===== src/rtl/core/smd_pkg.sv =====
// Shared types, constants and helpers for the stream message deframer.
// No dependencies; used by smd_frame, smd_outq and stream_message_deframer_core.
package smd_pkg;

  localparam int BYTE_W         = 8;
  localparam int CFG_W          = 3;
  localparam int CFG_IDX_W      = 2;
  localparam int LEN_W          = 32;
  localparam int HDR_CNT_W      = 4;
  localparam int OUT_OFFSET_W   = 48;
  localparam int MAX_LENGTH_BYTES = 4;
  localparam int TYPE_BYTES_CAP = 4;
  localparam int OFFSET_WIDTH_DEF = 48;

  localparam int QUEUE_DEPTH    = 4;
  localparam int PTR_W          = $clog2(QUEUE_DEPTH);
  localparam int QCNT_W         = PTR_W + 1;

  // Framing mode codes; the unused code behaves as TLV.
  localparam logic [1:0] MODE_LINES  = 2'd0;
  localparam logic [1:0] MODE_LENGTH = 2'd1;
  localparam logic [1:0] MODE_TLV    = 2'd2;

  localparam logic [BYTE_W-1:0] CHAR_NEWLINE = 8'h0A;
  localparam logic [BYTE_W-1:0] CHAR_CR      = 8'h0D;

  typedef enum logic [CFG_IDX_W-1:0] {
    REG_FRAMING_MODE,
    REG_PREFIX_LEN,
    REG_TLV_TYPE,
    REG_TLV_LEN
  } smd_reg_t;

  typedef struct packed {
    logic [BYTE_W-1:0]       payload_byte;
    logic                    has_byte;
    logic                    message_end;
    logic [OUT_OFFSET_W-1:0] stream_offset;
  } smd_result_t;

  // Up to two results produced by one stream byte, in order.
  typedef struct packed {
    logic [1:0]  count;
    smd_result_t first;
    smd_result_t second;
  } smd_push_t;

  function automatic smd_result_t make_byte(logic [BYTE_W-1:0] b);
    smd_result_t r;
    r.payload_byte  = b;
    r.has_byte      = 1'b1;
    r.message_end   = 1'b0;
    r.stream_offset = '0;
    return r;
  endfunction

  function automatic smd_result_t make_end(logic [OUT_OFFSET_W-1:0] off);
    smd_result_t r;
    r.payload_byte  = '0;
    r.has_byte      = 1'b0;
    r.message_end   = 1'b1;
    r.stream_offset = off;
    return r;
  endfunction

  // Clamp a length-field byte count to 1..MAX_LENGTH_BYTES.
  function automatic logic [CFG_W-1:0] clamp_len(logic [CFG_W-1:0] v);
    logic [CFG_W-1:0] r;
    if (v == '0) r = CFG_W'(1);
    else if (v > CFG_W'(MAX_LENGTH_BYTES)) r = CFG_W'(MAX_LENGTH_BYTES);
    else r = v;
    return r;
  endfunction

  // Cap the TLV type byte count.
  function automatic logic [CFG_W-1:0] cap_type(logic [CFG_W-1:0] v);
    logic [CFG_W-1:0] r;
    if (v > CFG_W'(TYPE_BYTES_CAP)) r = CFG_W'(TYPE_BYTES_CAP);
    else r = v;
    return r;
  endfunction

endpackage


===== src/rtl/core/smd_frame.sv =====
// Framing state and per-byte decode: config registers, header/payload tracking,
// carriage-return hold and the saturating byte counter. Depends on smd_pkg.
module smd_frame #(
  parameter int OFFSET_WIDTH = smd_pkg::OFFSET_WIDTH_DEF
) (
  input  logic                                    clk,
  input  logic                                    rst,
  input  logic                                    accept,
  input  logic [smd_pkg::BYTE_W-1:0]              stream_byte,
  input  logic                                    cfg_write,
  input  logic [smd_pkg::CFG_IDX_W-1:0]           cfg_index,
  input  logic [smd_pkg::CFG_W-1:0]               cfg_data,
  output smd_pkg::smd_push_t                      push
);
  import smd_pkg::*;

  localparam logic [OFFSET_WIDTH-1:0] CountMax = '1;

  logic [1:0]              framing_mode;
  logic [CFG_W-1:0]        prefix_length_bytes;
  logic [CFG_W-1:0]        tlv_type_bytes;
  logic [CFG_W-1:0]        tlv_length_bytes;

  logic                    in_header, in_header_next;
  logic [HDR_CNT_W-1:0]    header_count, header_count_next;
  logic [LEN_W-1:0]        length_accumulator, length_accumulator_next;
  logic [LEN_W-1:0]        bytes_remaining, bytes_remaining_next;
  logic                    held_cr, held_cr_next;
  logic [OFFSET_WIDTH-1:0] consumed_count, consumed_count_next;

  logic [63:0]             count_wide;
  smd_result_t             end_res;
  logic [CFG_W-1:0]        type_n, len_n;
  logic [HDR_CNT_W-1:0]    hdr_size, hc_inc;
  logic [LEN_W-1:0]        acc_new, rem_dec;

  assign count_wide = 64'(consumed_count_next);
  assign end_res    = make_end(count_wide[OUT_OFFSET_W-1:0]);

  assign type_n   = (framing_mode == MODE_LENGTH) ? '0 : cap_type(tlv_type_bytes);
  assign len_n    = (framing_mode == MODE_LENGTH) ? clamp_len(prefix_length_bytes)
                                                  : clamp_len(tlv_length_bytes);
  assign hdr_size = HDR_CNT_W'(type_n) + HDR_CNT_W'(len_n);
  assign hc_inc   = (header_count != '1) ? header_count + 1'b1 : header_count;
  assign acc_new  = (header_count >= HDR_CNT_W'(type_n))
                    ? {length_accumulator[LEN_W-BYTE_W-1:0], stream_byte}
                    : length_accumulator;
  assign rem_dec  = (bytes_remaining != '0) ? bytes_remaining - 1'b1 : bytes_remaining;

  always_comb begin
    in_header_next          = in_header;
    header_count_next       = header_count;
    length_accumulator_next = length_accumulator;
    bytes_remaining_next    = bytes_remaining;
    held_cr_next            = held_cr;
    consumed_count_next     = consumed_count;
    push                    = '0;
    if (accept) begin
      if (consumed_count != CountMax) consumed_count_next = consumed_count + 1'b1;
      if (framing_mode == MODE_LINES) begin
        if (stream_byte == CHAR_NEWLINE) begin
          held_cr_next = 1'b0;
          push.count   = 2'd1;
          push.first   = end_res;
        end else if (stream_byte == CHAR_CR) begin
          // a second CR releases the one held
          if (held_cr) begin
            push.count = 2'd1;
            push.first = make_byte(CHAR_CR);
          end
          held_cr_next = 1'b1;
        end else begin
          if (held_cr) begin
            push.count  = 2'd2;
            push.first  = make_byte(CHAR_CR);
            push.second = make_byte(stream_byte);
          end else begin
            push.count = 2'd1;
            push.first = make_byte(stream_byte);
          end
          held_cr_next = 1'b0;
        end
      end else if (in_header) begin
        if (hc_inc >= hdr_size) begin
          bytes_remaining_next    = acc_new;
          length_accumulator_next = '0;
          header_count_next       = '0;
          if (acc_new == '0) begin
            push.count = 2'd1;
            push.first = end_res;
          end else begin
            in_header_next = 1'b0;
          end
        end else begin
          length_accumulator_next = acc_new;
          header_count_next       = hc_inc;
        end
      end else begin
        push.count           = 2'd1;
        push.first           = make_byte(stream_byte);
        bytes_remaining_next = rem_dec;
        if (rem_dec == '0) begin
          in_header_next          = 1'b1;
          header_count_next       = '0;
          length_accumulator_next = '0;
          push.count              = 2'd2;
          push.second             = end_res;
        end
      end
    end
  end

  always_ff @(posedge clk) begin
    if (rst) begin
      framing_mode        <= MODE_LINES;
      prefix_length_bytes <= CFG_W'(2);
      tlv_type_bytes      <= CFG_W'(1);
      tlv_length_bytes    <= CFG_W'(2);
      in_header           <= 1'b1;
      header_count        <= '0;
      length_accumulator  <= '0;
      bytes_remaining     <= '0;
      held_cr             <= 1'b0;
      consumed_count      <= '0;
    end else begin
      in_header          <= in_header_next;
      header_count       <= header_count_next;
      length_accumulator <= length_accumulator_next;
      bytes_remaining    <= bytes_remaining_next;
      held_cr            <= held_cr_next;
      consumed_count     <= consumed_count_next;
      if (cfg_write) begin
        unique case (smd_reg_t'(cfg_index))
          REG_FRAMING_MODE: framing_mode        <= cfg_data[1:0];
          REG_PREFIX_LEN:   prefix_length_bytes <= cfg_data;
          REG_TLV_TYPE:     tlv_type_bytes      <= cfg_data;
          REG_TLV_LEN:      tlv_length_bytes    <= cfg_data;
          default:          framing_mode        <= framing_mode;
        endcase
      end
    end
  end

`ifndef SYNTHESIS
  // a pair of results always opens with a payload byte
  a_pair_starts_with_byte: assert property (@(posedge clk) disable iff (rst)
    push.count == 2'd2 |-> push.first.has_byte)
    else $error("smd_frame: result pair does not start with a payload byte");

  // the byte counter moves only on an accepted transaction
  a_count_only_on_accept: assert property (@(posedge clk) disable iff (rst)
    (!rst && !accept) |=> $stable(consumed_count))
    else $error("smd_frame: byte counter changed without a transaction");
`endif

endmodule


===== src/rtl/core/smd_outq.sv =====
// Result queue: takes up to two results per cycle, hands out one per transaction.
// Depends on smd_pkg.
module smd_outq (
  input  logic                 clk,
  input  logic                 rst,
  input  smd_pkg::smd_push_t   push,
  output logic                 space,
  output logic                 out_valid,
  input  logic                 out_ready,
  output smd_pkg::smd_result_t head_res
);
  import smd_pkg::*;

  smd_result_t       entries [QUEUE_DEPTH];
  logic [PTR_W-1:0]  head, tail;
  logic [QCNT_W-1:0] count;
  logic              pop;

  assign out_valid = (count != '0);
  assign pop       = out_valid && out_ready;
  assign head_res  = entries[head];
  // room for a full pair of results
  assign space     = (count <= QCNT_W'(QUEUE_DEPTH - 2));

  always_ff @(posedge clk) begin
    if (push.count != 2'd0) entries[tail] <= push.first;
    if (push.count == 2'd2) entries[PTR_W'(tail + 1'b1)] <= push.second;
  end

  always_ff @(posedge clk) begin
    if (rst) begin
      head  <= '0;
      tail  <= '0;
      count <= '0;
    end else begin
      head  <= PTR_W'(head + PTR_W'(pop));
      tail  <= PTR_W'(tail + PTR_W'(push.count));
      count <= QCNT_W'(count + QCNT_W'(push.count) - QCNT_W'(pop));
    end
  end

`ifndef SYNTHESIS
  a_no_overflow: assert property (@(posedge clk) disable iff (rst)
    push.count != 2'd0 |-> count <= QCNT_W'(QUEUE_DEPTH - 2))
    else $error("smd_outq: results pushed without room");

  a_count_bound: assert property (@(posedge clk) disable iff (rst)
    count <= QCNT_W'(QUEUE_DEPTH))
    else $error("smd_outq: occupancy beyond depth");
`endif

endmodule


===== src/rtl/core/stream_message_deframer_core.sv =====
// Top level of the stream message deframer: framing decode plus result queue.
// Depends on smd_pkg, smd_frame and smd_outq.
//
// Usage:
//   Input channel (in_valid/in_ready, stream_byte) carries one raw stream byte
//   per transaction. Output channel (out_valid/out_ready) carries one result
//   per transaction: a payload byte (has_byte=1) or an end marker
//   (message_end=1) with the saturating count of consumed bytes in
//   stream_offset. One input byte yields zero, one or two results.
//   Each result is registered into the queue and leaves it in order from its head.
//   Throughput: one byte per cycle while the receiver keeps up; the queue holds
//   four results, and in_ready drops when fewer than two free slots remain.
//   Framing mode 0 splits lines on newline (a CR right before it is dropped),
//   mode 1 reads a big-endian length prefix, mode 2 (and 3) skips type bytes,
//   reads a length and passes the value. Write configuration through
//   cfg_write/cfg_index/cfg_data only while the block is idle.
//   Reset (rst, synchronous) empties the queue, restores register defaults and
//   puts the framer at the start of a header with a zero byte count.
//   When the receiver stalls, results wait in the queue and in_ready falls
//   once the queue is nearly full; nothing is dropped.
module stream_message_deframer_core #(
  parameter int OFFSET_WIDTH = smd_pkg::OFFSET_WIDTH_DEF
) (
  input  logic                              clk,
  input  logic                              rst,
  input  logic                              in_valid,
  output logic                              in_ready,
  input  logic [smd_pkg::BYTE_W-1:0]        stream_byte,
  output logic                              out_valid,
  input  logic                              out_ready,
  output logic [smd_pkg::BYTE_W-1:0]        payload_byte,
  output logic                              has_byte,
  output logic                              message_end,
  output logic [smd_pkg::OUT_OFFSET_W-1:0]  stream_offset,
  input  logic                              cfg_write,
  input  logic [smd_pkg::CFG_IDX_W-1:0]     cfg_index,
  input  logic [smd_pkg::CFG_W-1:0]         cfg_data
);
  import smd_pkg::*;

  smd_push_t   push;
  smd_result_t head_res;
  logic        accept;

  // accept a transaction when in_valid is high and the queue has room for a pair
  assign accept = in_valid && in_ready;

  smd_frame #(
    .OFFSET_WIDTH(OFFSET_WIDTH)
  ) u_frame (
    .clk         (clk),
    .rst         (rst),
    .accept      (accept),
    .stream_byte (stream_byte),
    .cfg_write   (cfg_write),
    .cfg_index   (cfg_index),
    .cfg_data    (cfg_data),
    .push        (push)
  );

  smd_outq u_outq (
    .clk       (clk),
    .rst       (rst),
    .push      (push),
    .space     (in_ready),
    .out_valid (out_valid),
    .out_ready (out_ready),
    .head_res  (head_res)
  );

  // drive the result fields from the queue head
  assign payload_byte  = head_res.payload_byte;
  assign has_byte      = head_res.has_byte;
  assign message_end   = head_res.message_end;
  assign stream_offset = head_res.stream_offset;

`ifndef SYNTHESIS
  // every result is exactly one of payload byte or end marker
  a_result_kind: assert property (@(posedge clk) disable iff (rst)
    out_valid |-> (has_byte != message_end))
    else $error("stream_message_deframer_core: malformed result");
`endif

endmodule

===== config.mk =====
export PLATFORM = sky130hd
export DESIGN_NAME = stream_message_deframer_core
export DESIGN_NICKNAME = d
export VERILOG_FILES = /design/src/rtl/core/smd_pkg.sv /design/src/rtl/core/smd_frame.sv /design/src/rtl/core/smd_outq.sv /design/src/rtl/core/stream_message_deframer_core.sv
export SDC_FILE = /design/constraint.sdc
export NUM_CORES = 1
export LEC_CHECK = 0
export BUFFER_PORTS_ARGS = -buffer_cell sky130_fd_sc_hd__buf_2
export CAP_MARGIN = 20
export CORE_ASPECT_RATIO = 1.4
export CORE_MARGIN = 3
export CORE_UTILIZATION = 30
export DETAILED_ROUTE_END_ITERATION = 8
export MAX_ROUTING_LAYER = met4
export PLACE_DENSITY_LB_ADDON = 0.25
export SLEW_MARGIN = 20
export SYNTH_ARGS = -nofsm -noshare
export SYNTH_HDL_FRONTEND = slang
export SYNTH_SLANG_ARGS = --single-unit

===== constraint.sdc =====
create_clock -name clk -period 8.1 [get_ports clk]
set_clock_uncertainty 0.15 [all_clocks]
set_input_delay 1.215 -clock clk [delete_from_list [all_inputs] [get_ports clk]]
set_output_delay 1.215 -clock clk [all_outputs]
set_load 0.01 [all_outputs]

==> impl_results.rst, run 1 <==
.. list-table::
   :header-rows: 1

   * - Metric
     - Value
   * - X dimension of the die
     - roughly 210 um
   * - # Max-Cap Violations
     - 0
   * - Final setup TNS
     - 0 ns
   * - Setup repair after global routing missed its margin
     - false
   * - Global route overflow
     - 0
   * - Top-level port count
     - 78
   * - Area of all sequential standard cells
     - roughly 9700 um2
   * - Overall track demand over capacity in global routing
     - about 16%
   * - Area fraction of the dominant cell type after synthesis
     - between 30% and 40%
   * - Top-count cell post-synth
     - sky130_fd_sc_hd__nor2_1
   * - Hold Crit Class
     - flop to flop
   * - Total wire length after detailed routing
     - approximately 50,000 um
   * - Fraction of layout cells with a size suffix above 1
     - 15.18%
   * - Sequential share of the synthesized area
     - a little over half
   * - Layer with the highest usage after global routing
     - met2
   * - Longest Clk Path Bufs
     - 3
   * - Die Y-Extent
     - between 200 and 300 um
   * - Floorplan Core Area
     - around 59,000 um2
   * - Peak supply drop
     - approximately 0.00012 V
   * - Clock root buffer
     - sky130_fd_sc_hd__clkbuf_16
   * - Area of all placed cells without fillers
     - slightly above 20,000 um2
   * - Final Hold Fails
     - 0
   * - Met3 track utilization from global routing
     - roughly 2.2%
   * - Syn. warnings
     - 0
   * - Primary FF master, synth
     - sky130_fd_sc_hd__edfxtp_1
   * - Worst setup slack for register-to-register paths
     - 1.93 ns
   * - Drt via density
     - approximately 5.2
   * - Rows
     - 105
   * - Max Freq
     - between 150 and 200 MHz
   * - Hold_buf cts
     - 0
   * - Fraction of the cycle the final worst path needs
     - between 70% and 80%
   * - Detailed-routing iteration count for the pre-antenna-repair pass
     - 5
   * - Clock Latency Late Sink
     - around 0.55 ns
   * - Detailed Place HPWL
     - roughly 32,000 um
   * - Buffers inserted during post-CTS setup optimization
     - 0
   * - Kind of end point of the critical path
     - flop
   * - Largest net degree at the start of global routing
     - a little under 100
   * - Total placed instance area
     - about 19,000 um2
   * - Area growth from synthesis to layout
     - 13.42%
   * - Max transition margin
     - 24.35%
   * - Number of endpoints failing setup at the final stage
     - 0
   * - Wire length of the first global-routing pass
     - ~80,000 um
   * - Power per Cell Area
     - ~260 nW/um2
   * - Final ANT Viol Nets
     - 0
   * - Net count, final
     - approximately 1,700
   * - Number of synthesized flops with an enable pin
     - approximately 230
   * - Worst endpoint data arrival time
     - slightly above 6 ns
   * - Combined area of all synthesized cells
     - around 18,000 um2
   * - Synthesized netlist cell count
     - between 1,500 and 2,000
   * - Synth top cells by count
     - sky130_fd_sc_hd__nor2_1, sky130_fd_sc_hd__edfxtp_1, sky130_fd_sc_hd__a21oi_1, sky130_fd_sc_hd__nand2_1, sky130_fd_sc_hd__dfxtp_1
   * - H-tree levels
     - 2
   * - Largest fanout on the critical path
     - 23
   * - CTS tree
     - done
   * - Leakage power total
     - 6.485 nW
   * - Number of global-route vias before repair
     - 13,223
   * - Post-CTS sizing
     - 0
   * - Final core utilization
     - about 34%
   * - Time the worst path needs with I/O delays and setup
     - 6.167 ns
   * - Global-route track usage on met2
     - between 30 and 40%
   * - Final routed wire length divided by cell count
     - between 20 and 25 um
   * - Number of port buffers
     - 77
   * - Pins over their slew limit
     - 0
   * - Slew at the pin closest to its max-slew limit
     - about 1.1 ns
   * - Number of remaining DRC errors
     - 0
   * - Yosys top cell by area
     - sky130_fd_sc_hd__edfxtp_1
   * - First DRT Iteration DRCs
     - around 700
   * - Required @ worst endpoint
     - 8.16 ns
   * - Ys async rst share
     - 0%
   * - Starting density of the core
     - a little under a third
   * - Antenna Diode Count
     - 0
   * - Avg Inst Size Synth
     - between 10 and 15 um2
   * - Area occupied by multi-input gates
     - about 7600 um2
   * - Routability Congestion
     - between 0.8 and 0.9
   * - Synth Register Bits
     - 368
   * - Die area
     - between 60,000 and 70,000 um2
   * - CTS clock-pin slew for the worst setup and hold paths
     - approximately 0.060 ns
   * - TritonCTS Buffers
     - 40
   * - Count of distinct cell types in the synthesized netlist
     - between 70 and 80
   * - Met1 demand-to-capacity share in global routing
     - 18.52%
   * - Filler cell count
     - 5,845
   * - Top area cells in the synthesized netlist
     - sky130_fd_sc_hd__edfxtp_1, sky130_fd_sc_hd__dfxtp_1, sky130_fd_sc_hd__mux4_2
   * - Clock Sinks
     - 368
   * - Vias post-DR
     - 12,820
   * - Element type at the critical path start
     - flop
   * - Result of the run
     - finished clean
   * - Nets in the synthesized netlist
     - ~1,700
   * - Antenna violations before repair
     - 0
   * - Class of the most critical setup path
     - flop to flop
## power breakdown
| group | leakage [nW] | internal (mW) | switching (mW) |
|---|---|---|---|
| sequential | 3.02 | 2.18 | 0.0745 |
| combinational | 2.84 | 0.458 | 0.677 |
| clock | 0.627 | 1.03 | 0.763 |
## critical path: stages (launching register included)
cell and delay [ns]:
sky130_fd_sc_hd__dfxtp_1 0.38, sky130_fd_sc_hd__inv_1 0.11, sky130_fd_sc_hd__ha_1 0.27, sky130_fd_sc_hd__nor3b_1 0.59, sky130_fd_sc_hd__and4_1 0.48, sky130_fd_sc_hd__nand3_1 0.56, sky130_fd_sc_hd__a2111oi_0 0.68, sky130_fd_sc_hd__nand3_1 0.15
sky130_fd_sc_hd__nor4_2 0.42, sky130_fd_sc_hd__and4_1 0.39, sky130_fd_sc_hd__o22ai_2 0.31, sky130_fd_sc_hd__nor3b_2 0.27, sky130_fd_sc_hd__buf_4 0.24, sky130_fd_sc_hd__o21bai_4 0.39, sky130_fd_sc_hd__buf_4 0.43
## per-layer routing
| metal | wire (um) | vias up |
|---|---|---|
| li1 | - | 6094 |
| met1 | 19480 | 6368 |
| met2 | 26800 | 266 |
| met3 | 1926 | 92 |
| met4 | 1438 | 0 |
| met5 | 0 | - |
## worst paths after layout
check	from	end	depth (start not counted)
max reg2reg	u_frame.bytes_remaining[0]$_SDFFE_PP0P_	u_outq.entries[2][6]$_DFFE_PP_	14
max	u_frame.bytes_remaining[0]$_SDFFE_PP0P_	u_outq.entries[2][6]$_DFFE_PP_	14
min reg2reg	u_frame.tlv_type_bytes[0]$_SDFFE_PP1P_	u_frame.tlv_type_bytes[0]$_SDFFE_PP1P_	1
min	u_frame.tlv_type_bytes[0]$_SDFFE_PP1P_	u_frame.tlv_type_bytes[0]$_SDFFE_PP1P_	1
## state kept, by name (all words and copies together) (netlist names)
register / count
u_frame.length_accumulator: 32
u_frame.bytes_remaining: 32
u_frame.prefix_length_bytes: 3
u_frame.tlv_type_bytes: 3
u_outq.head: 2
u_frame.held_cr: 1
u_frame.header_count: 4
u_frame.tlv_length_bytes: 3
u_outq.count: 3
u_frame.in_header: 1
u_frame.consumed_count: 48
u_outq.entries: 232
u_outq.tail: 2
u_frame.framing_mode: 2
## cells in the final DEF (no fill, tap or decap), types with 20 or more instances in the layout
| master | n |
|---|---|
| sky130_fd_sc_hd__nor2_1 | 255 |
| sky130_fd_sc_hd__edfxtp_1 | 232 |
| sky130_fd_sc_hd__a21oi_1 | 147 |
| sky130_fd_sc_hd__nand2_1 | 142 |
| sky130_fd_sc_hd__dfxtp_1 | 133 |
| sky130_fd_sc_hd__buf_2 | 76 |
| sky130_fd_sc_hd__mux4_2 | 58 |
| sky130_fd_sc_hd__mux2i_1 | 52 |
| sky130_fd_sc_hd__nand3_1 | 49 |
| sky130_fd_sc_hd__clkbuf_16 | 41 |
| sky130_fd_sc_hd__o21ai_0 | 38 |
| sky130_fd_sc_hd__a22oi_1 | 38 |
| sky130_fd_sc_hd__xor2_1 | 37 |
| sky130_fd_sc_hd__xnor2_1 | 27 |
| sky130_fd_sc_hd__inv_1 | 26 |
| sky130_fd_sc_hd__nor3_1 | 25 |
| sky130_fd_sc_hd__nand4_1 | 24 |
| sky130_fd_sc_hd__buf_4 | 23 |
| sky130_fd_sc_hd__ha_1 | 20 |
## stage by stage
| stage | std cells | power [mW] | worst slack, ns | hold WS, ns |
|---|---|---|---|---|
| finish | 2449 | 5.181 | 1.933 | 0.3077 |
| global route | 2449 | 5.438 | 1.516 | 0.3306 |
| CTS | 2449 | 5.273 | 1.738 | 0.3108 |
| detailed placement | 2376 | 3.465 | 1.768 | 0.2955 |
| global placement | 2376 | 3.450 | 1.937 | 0.2907 |
| floorplan | 1640 | 3.022 | 1.391 | 0.2768 |
## area by class of cell
cell class              instances  share of cell area, %
clock buffers                  55                  5.491
clock inverters                18                 0.8057
inverters                      26                 0.4834
multi-input cells            1134                  37.81
flip-flops and latches        368                  48.03
well taps                     749                  4.642
repair buffers                 99                  2.739
## cells by family (layout without fill, tap and decap cells)
group / Yosys count / count (layout) / share of synthesized area [%]
buf+inv: 138 / 198 / 3.227
fa+ha+maj: 22 / 22 / 1.631
mux: 114 / 114 / 10.52
compound gates: 301 / 301 / 10.21
simple gates: 633 / 633 / 16.84
flops: 368 / 368 / 54.44
xor+xnor: 64 / 64 / 3.149
No activity file was read; power rests on OpenSTA's default activity.
==> inputs of run 2 (changes only) <==
clock period = 5.8 ns   (was 8.1 ns; I/O delays follow)
==> impl_results.rst, run 2 (synthesis gave the netlist of run 1 again) <==
.. list-table::
   :header-rows: 1

   * - Metric
     - Value
   * - CTS tree
     - done
   * - Number of port buffers
     - 77
   * - Post-CTS sizing
     - 0
   * - Final setup TNS
     - 0 ns
   * - Total chip power
     - a little over 7 mW
   * - Library cell contributing the largest single delay on the critical path
     - sky130_fd_sc_hd__nor3_1
   * - Clock Sinks
     - ~370
   * - Commonest cells after routing, fill and taps aside
     - sky130_fd_sc_hd__nor2_1, sky130_fd_sc_hd__edfxtp_1, sky130_fd_sc_hd__a21oi_1
   * - Starting density of the core
     - a little under a third
   * - Detailed Place HPWL
     - 32,560 um
   * - Start of the worst register-to-register path
     - u_frame.bytes_remaining[9]$_SDFFE_PP0P_
   * - Kind of end point of the critical path
     - flop
   * - Final Hold Fails
     - 0
   * - Top-level port count
     - 78
   * - Time the worst path needs with I/O delays and setup
     - approximately 5.2 ns
   * - Leakage power total
     - approximately 6.6 nW
   * - Critical Path Most Common Cell
     - sky130_fd_sc_hd__buf_4
   * - Final ANT Viol Nets
     - 0
   * - Worst endpoint data arrival time
     - ~5.3 ns
   * - Power per Cell Area
     - approximately 350 nW/um2
   * - Worst path cell trace
     - nor3_1 -> nand4_1 -> o21a_1 -> or4_1 -> a2111oi_0 -> nand4b_1 -> nor4_1 -> o22ai_2 -> buf_4 -> o22ai_4 -> buf_4
   * - Die Y-Extent
     - a little under 300 um
   * - Die area
     - around 62,000 um2
   * - Area growth from synthesis to layout
     - 14.69%
   * - Required @ worst endpoint
     - 5.87 ns
   * - Net count, final
     - 1,729
   * - TritonCTS Buffers
     - 39
   * - First DRT Iteration DRCs
     - about 850
   * - Area occupied by multi-input gates
     - about 7600 um2
   * - X dimension of the die
     - 211.9 um
   * - Class of the most critical setup path
     - flop to flop
   * - Largest registers in the final layout
     - u_outq.entries x232, u_frame.consumed_count x48
   * - Wire length of the first global-routing pass
     - 78,070 um
   * - Slew at the pin closest to its max-slew limit
     - 0.9629 ns
   * - Max reg flops
     - about 230
   * - Hold Crit Class
     - flop to flop
   * - Largest net degree at the start of global routing
     - 99
   * - Max Freq
     - roughly 190 MHz
   * - Setup repair after global routing missed its margin
     - false
   * - Result of the run
     - finished clean
   * - Largest reg by FF count
     - u_outq.entries
   * - Area of all sequential standard cells
     - 9696 um2
   * - Longest Clk Path Bufs
     - 3
   * - Hold_sp
     - u_frame.tlv_type_bytes[0]$_SDFFE_PP1P_
   * - Fraction of layout cells with a size suffix above 1
     - around 16%
   * - Filler cell count
     - around 6,000
   * - Drt via density
     - roughly 5.2
   * - Slowest Stage Delay on Critical Path
     - between 0.6 and 0.7 ns
   * - H-tree levels
     - 2
   * - Vias post-DR
     - 12,894
   * - Final routed wire length divided by cell count
     - 20.53 um
   * - Detailed-routing iteration count for the pre-antenna-repair pass
     - 6
   * - Clock root buffer
     - sky130_fd_sc_hd__clkbuf_16
   * - Element type at the critical path start
     - flop
   * - Routability Congestion
     - between 0.9 and 1
   * - Clock Latency Late Sink
     - ~0.55 ns
   * - Global route overflow
     - 0
   * - Overall track demand over capacity in global routing
     - between 15 and 20%
   * - Rows
     - ~110
   * - Pins over their slew limit
     - 0
   * - Buffers inserted during post-CTS setup optimization
     - 0
   * - Peak supply drop
     - roughly 0.00017 V
   * - Number of endpoints failing setup at the final stage
     - 0
   * - # Max-Cap Violations
     - 0
   * - CTS clock-pin slew for the worst setup and hold paths
     - approximately 0.060 ns
   * - Floorplan Core Area
     - between 50,000 and 60,000 um2
   * - Number of remaining DRC errors
     - 0
   * - Largest fanout on the critical path
     - 21
   * - Max transition margin
     - between 30% and 40%
   * - Commonest non-fill, non-tap cell in the layout
     - sky130_fd_sc_hd__nor2_1
   * - Fraction of the cycle the final worst path needs
     - about nine tenths
   * - Number of global-route vias before repair
     - 13,214
   * - Antenna violations before repair
     - 1
   * - Hold_buf cts
     - 0
   * - Total wire length after detailed routing
     - 50,680 um
   * - Launch point of the worst path
     - u_frame.bytes_remaining[9]$_SDFFE_PP0P_
   * - Antenna Diode Count
     - 0
run 2: report_power, final:
part	total, mW	internal, mW	switching, mW
combinational	1.63	0.691	0.938
clock	2.45	1.38	1.07
sequential	3.16	3.04	0.121
total	7.23	5.11	2.13
run 2: cell type report:
cell class | instances | area share [%]
inverter | 26 | 0.4781
sequential | 368 | 47.49
tap | 749 | 4.591
timing repair buffer | 120 | 4.033
clock inverter | 18 | 0.7355
multi-input combinational | 1134 | 37.33
clock buffer | 53 | 5.344
run 2: worst max-delay path: cells and delay by family (launching register included):
| family | cells | cell delay, ns |
|---|---|---|
| AOI/OAI and AO/OA | 4 | 1.38 |
| DFF | 1 | 0.44 |
| buffers and inverters | 2 | 0.60 |
| and+or+nand+nor | 5 | 2.32 |
run 2: final timing paths:
kind | end | slack (ns) | cells after the start
worst min register to register | u_frame.tlv_type_bytes[0]$_SDFFE_PP1P_ | 0.32 | 1
worst max register to register | u_outq.entries[0][38]$_DFFE_PP_ | 0.56 | 11
worst min-delay path | u_frame.tlv_type_bytes[0]$_SDFFE_PP1P_ | 0.32 | 1
worst max-delay path | u_outq.entries[0][38]$_DFFE_PP_ | 0.56 | 11
run 2: stage by stage:
step           hold WS, ns  setup slack, ns  utilization, %  instance area (um2)  std cells
2_1_floorplan       0.2768           0.3331               -                17810       1640
3_3_place_gp        0.3081           0.6438           32.62                19150       2396
3_5_place_dp        0.3137           0.7239           32.62                19150       2396
4_1_cts             0.3056           0.7020           34.73                20390       2467
5_1_grt             0.3234           0.3007           34.76                20410       2468
6_report            0.3213           0.5566           34.76                20410       2468
run 2: layer usage:
metal  global-route usage, %  routed length [um]
met5                       -                   0
met4                   5.378                1525
met3                   2.133                1778
met2                   31.46               27790
met1                   18.11               19580
==> inputs of run 3 (changes only) <==
BUFFER_PORTS_ARGS = -buffer_cell sky130_fd_sc_hd__clkbuf_2   (was -buffer_cell sky130_fd_sc_hd__buf_2)
==> impl_results.rst, run 3 (synthesis gave the netlist of run 1 again) <==
.. list-table::
   :header-rows: 1

   * - Metric
     - Value
   * - Clock root buffer
     - sky130_fd_sc_hd__clkbuf_16
   * - Result of the run
     - finished clean
   * - Largest fanout on the critical path
     - 98
   * - Peak supply drop
     - around 0.00020 V
   * - Worst setup slack for register-to-register paths
     - between 0.6 and 0.7 ns
   * - Element type at the critical path start
     - flop
   * - CTS clock-pin slew for the worst setup and hold paths
     - ~0.06 ns
   * - Number of port buffers
     - just under 80
   * - Seq pwr share
     - 42.8%
   * - Total wire length after detailed routing
     - 50,880 um
   * - # Max-Cap Violations
     - 0
   * - Class of the most critical setup path
     - flop to flop
   * - CTS tree
     - done
   * - Area of all sequential standard cells
     - between 9000 and 10,000 um2
   * - Final Hold Fails
     - 0
   * - Setup repair after global routing missed its margin
     - false
   * - Hold_buf cts
     - 0
   * - Max reg flops
     - 232
   * - Filler cell count
     - 5,885
   * - Number of endpoints failing setup at the final stage
     - 0
   * - Area growth from synthesis to layout
     - 15.12%
   * - Fraction of the cycle the final worst path needs
     - around nine tenths
   * - Commonest cells after routing, fill and taps aside
     - sky130_fd_sc_hd__nor2_1, sky130_fd_sc_hd__edfxtp_1, sky130_fd_sc_hd__a21oi_1
   * - Clock Sinks
     - 368
   * - Global route overflow
     - 0
   * - Launch point of the worst path
     - u_frame.bytes_remaining[0]$_SDFFE_PP0P_
   * - Switching power total
     - between 2 and 2.5 mW
   * - X dimension of the die
     - between 200 and 250 um
   * - Net count, final
     - between 1,500 and 2,000
   * - Slowest Stage Delay on Critical Path
     - about 0.51 ns
   * - Wire length of the first global-routing pass
     - a little under 80,000 um
   * - Slew at the pin closest to its max-slew limit
     - approximately 1.1 ns
   * - Post-CTS sizing
     - 0
   * - Kind of end point of the critical path
     - flop
   * - Fraction of layout cells with a size suffix above 1
     - 16.11%
   * - Die area
     - 62,330 um2
   * - Buffers inserted during post-CTS setup optimization
     - 0
   * - Leakage power total
     - between 6 and 7 nW
   * - Routability Congestion
     - a little under 0.9
   * - TritonCTS Buffers
     - 40
   * - Time the worst path needs with I/O delays and setup
     - 5.185 ns
   * - Largest reg by FF count
     - u_outq.entries
   * - Detailed-routing iteration count for the pre-antenna-repair pass
     - 5
   * - Start of the worst register-to-register path
     - u_frame.bytes_remaining[0]$_SDFFE_PP0P_
   * - Total placed instance area
     - 19,150 um2
   * - Final routed wire length divided by cell count
     - ~21 um
   * - Switching share of total power
     - slightly below 30%
   * - Top-level port count
     - 78
   * - Antenna violations before repair
     - 0
   * - Number of global-route vias before repair
     - 13,373
   * - Commonest non-fill, non-tap cell in the layout
     - sky130_fd_sc_hd__nor2_1
   * - Pins over their slew limit
     - 0
   * - Final setup TNS
     - 0 ns
   * - Internal Power
     - 5.234 mW
   * - Combinational group share of total power
     - approximately 22%
   * - Largest registers in the final layout
     - u_outq.entries x232, u_frame.consumed_count x48
   * - Max Freq
     - a little under 200 MHz
   * - Area occupied by multi-input gates
     - ~7600 um2
   * - Floorplan Core Area
     - about 60,000 um2
   * - Vias post-DR
     - between 10,000 and 15,000
   * - Hold Path Stages
     - 1
   * - Drt via density
     - between 5 and 6
   * - Antenna Diode Count
     - 0
   * - Worst path cell trace
     - inv_1 -> ha_1 -> nor3b_1 -> buf_4 -> nand4_1 -> buf_4 -> a2111oi_0 -> xnor2_1 -> nand4_1 -> nand4b_1 -> nor4_1 -> o22ai_2 -> buf_4 -> o21ai_4 -> buf_12 -> a21oi_1
   * - Hold_sp
     - u_frame.tlv_type_bytes[0]$_SDFFE_PP1P_
   * - Overall track demand over capacity in global routing
     - ~17%
   * - Max transition margin
     - 28.37%
   * - Detailed Place HPWL
     - around 33,000 um
   * - Number of remaining DRC errors
     - 0
   * - Rows
     - 105
   * - First DRT Iteration DRCs
     - 905
   * - Area of all placed cells without fillers
     - about 20,000 um2
   * - Depth of the worst register-to-register path
     - 16
   * - Clock Latency Late Sink
     - about 0.56 ns
   * - Final ANT Viol Nets
     - 0
   * - Worst endpoint data arrival time
     - roughly 5.3 ns
   * - Hold Crit Class
     - flop to flop
   * - Library cell contributing the largest single delay on the critical path
     - sky130_fd_sc_hd__nor4_1
   * - Clock power share
     - around a third
   * - Longest Clk Path Bufs
     - 3
   * - Die Y-Extent
     - between 200 and 300 um
   * - Critical Path Most Common Cell
     - sky130_fd_sc_hd__buf_4
   * - Largest net degree at the start of global routing
     - just under 100
   * - H-tree levels
     - 2
   * - Starting density of the core
     - 30.31%
   * - Power per Cell Area
     - between 300 and 400 nW/um2
   * - Required @ worst endpoint
     - about 5.9 ns
==> run 3: cell count changes in the layout (fill, tap and decap cells not counted), sizes merged <==
cell,previous run,this run
clkinv,13,11
bufinv,1,3
buf,120,42
clkinvlp,3,2
clkbuf,53,132
==> run 3: final timing paths <==
| check | endpoint |
|---|---|
| min | u_frame.tlv_type_bytes[0]$_SDFFE_PP1P_ |
| min reg2reg | u_frame.tlv_type_bytes[0]$_SDFFE_PP1P_ |
| max reg2reg | u_outq.entries[3][8]$_DFFE_PP_ |
| max | u_outq.entries[3][8]$_DFFE_PP_ |
==> run 3: cell type report <==
class                      count  share of cell area (%)
multi-input combinational   1134                   37.19
clock buffer                  56                   5.544
tap                          749                   4.573
inverter                      26                  0.4763
clock inverter                17                  0.8610
timing repair buffer         118                   4.042
sequential                   368                   47.32
==> run 3: power groups by stage <==
stage	sequential, mW	clock, mW	combinational, mW
2_1_floorplan	3.14	0	1.07
3_3_place_gp	3.25	0	1.63
3_5_place_dp	3.26	0	1.63
4_1_cts	3.21	2.65	1.64
5_1_grt	3.18	2.75	1.79
6_report	3.16	2.57	1.64
==> run 3: per-layer routing <==
| metal | share of wire [%] | vias to the layer above | global-route usage [%] | routed length [um] |
|---|---|---|---|---|
| li1 | - | 6138 | - | - |
| met1 | 39 | 6464 | 19.07 | 20060 |
| met2 | 54 | 260 | 30.67 | 27300 |
| met3 | 3.7 | 94 | 2.304 | 1866 |
| met4 | 3.3 | 0 | 5.721 | 1656 |
| met5 | 0 | - | - | 0 |
==> run 3: worst max-delay path, delay by kind of cell (launching register included) <==
kind | cells | cell delay (ns)
AO/OA/AOI/OAI | 4 | 0.93
XOR/XNOR | 1 | 0.30
adder cells (fa/ha/maj) | 1 | 0.26
buffers and inverters | 5 | 1.23
flip-flops | 1 | 0.38
AND/OR/NAND/NOR | 5 | 1.60
==> run 3: through the flow <==
| stage | worst slack [ns] | power (mW) | hold WS, ns | instances | utilization, % |
|---|---|---|---|---|---|
| final | 0.6152 | 7.375 | 0.3286 | 2468 | 34.89 |
| after global routing | 0.1709 | 7.720 | 0.3493 | 2468 | 34.89 |
| after CTS | 0.5902 | 7.495 | 0.3364 | 2467 | 34.85 |
| after detailed placement | 0.5960 | 4.896 | 0.3217 | 2394 | 32.61 |
| after global placement | 0.6960 | 4.882 | 0.3117 | 2394 | 32.61 |
| after floorplan | 0.3331 | 4.211 | 0.2768 | 1640 | - |
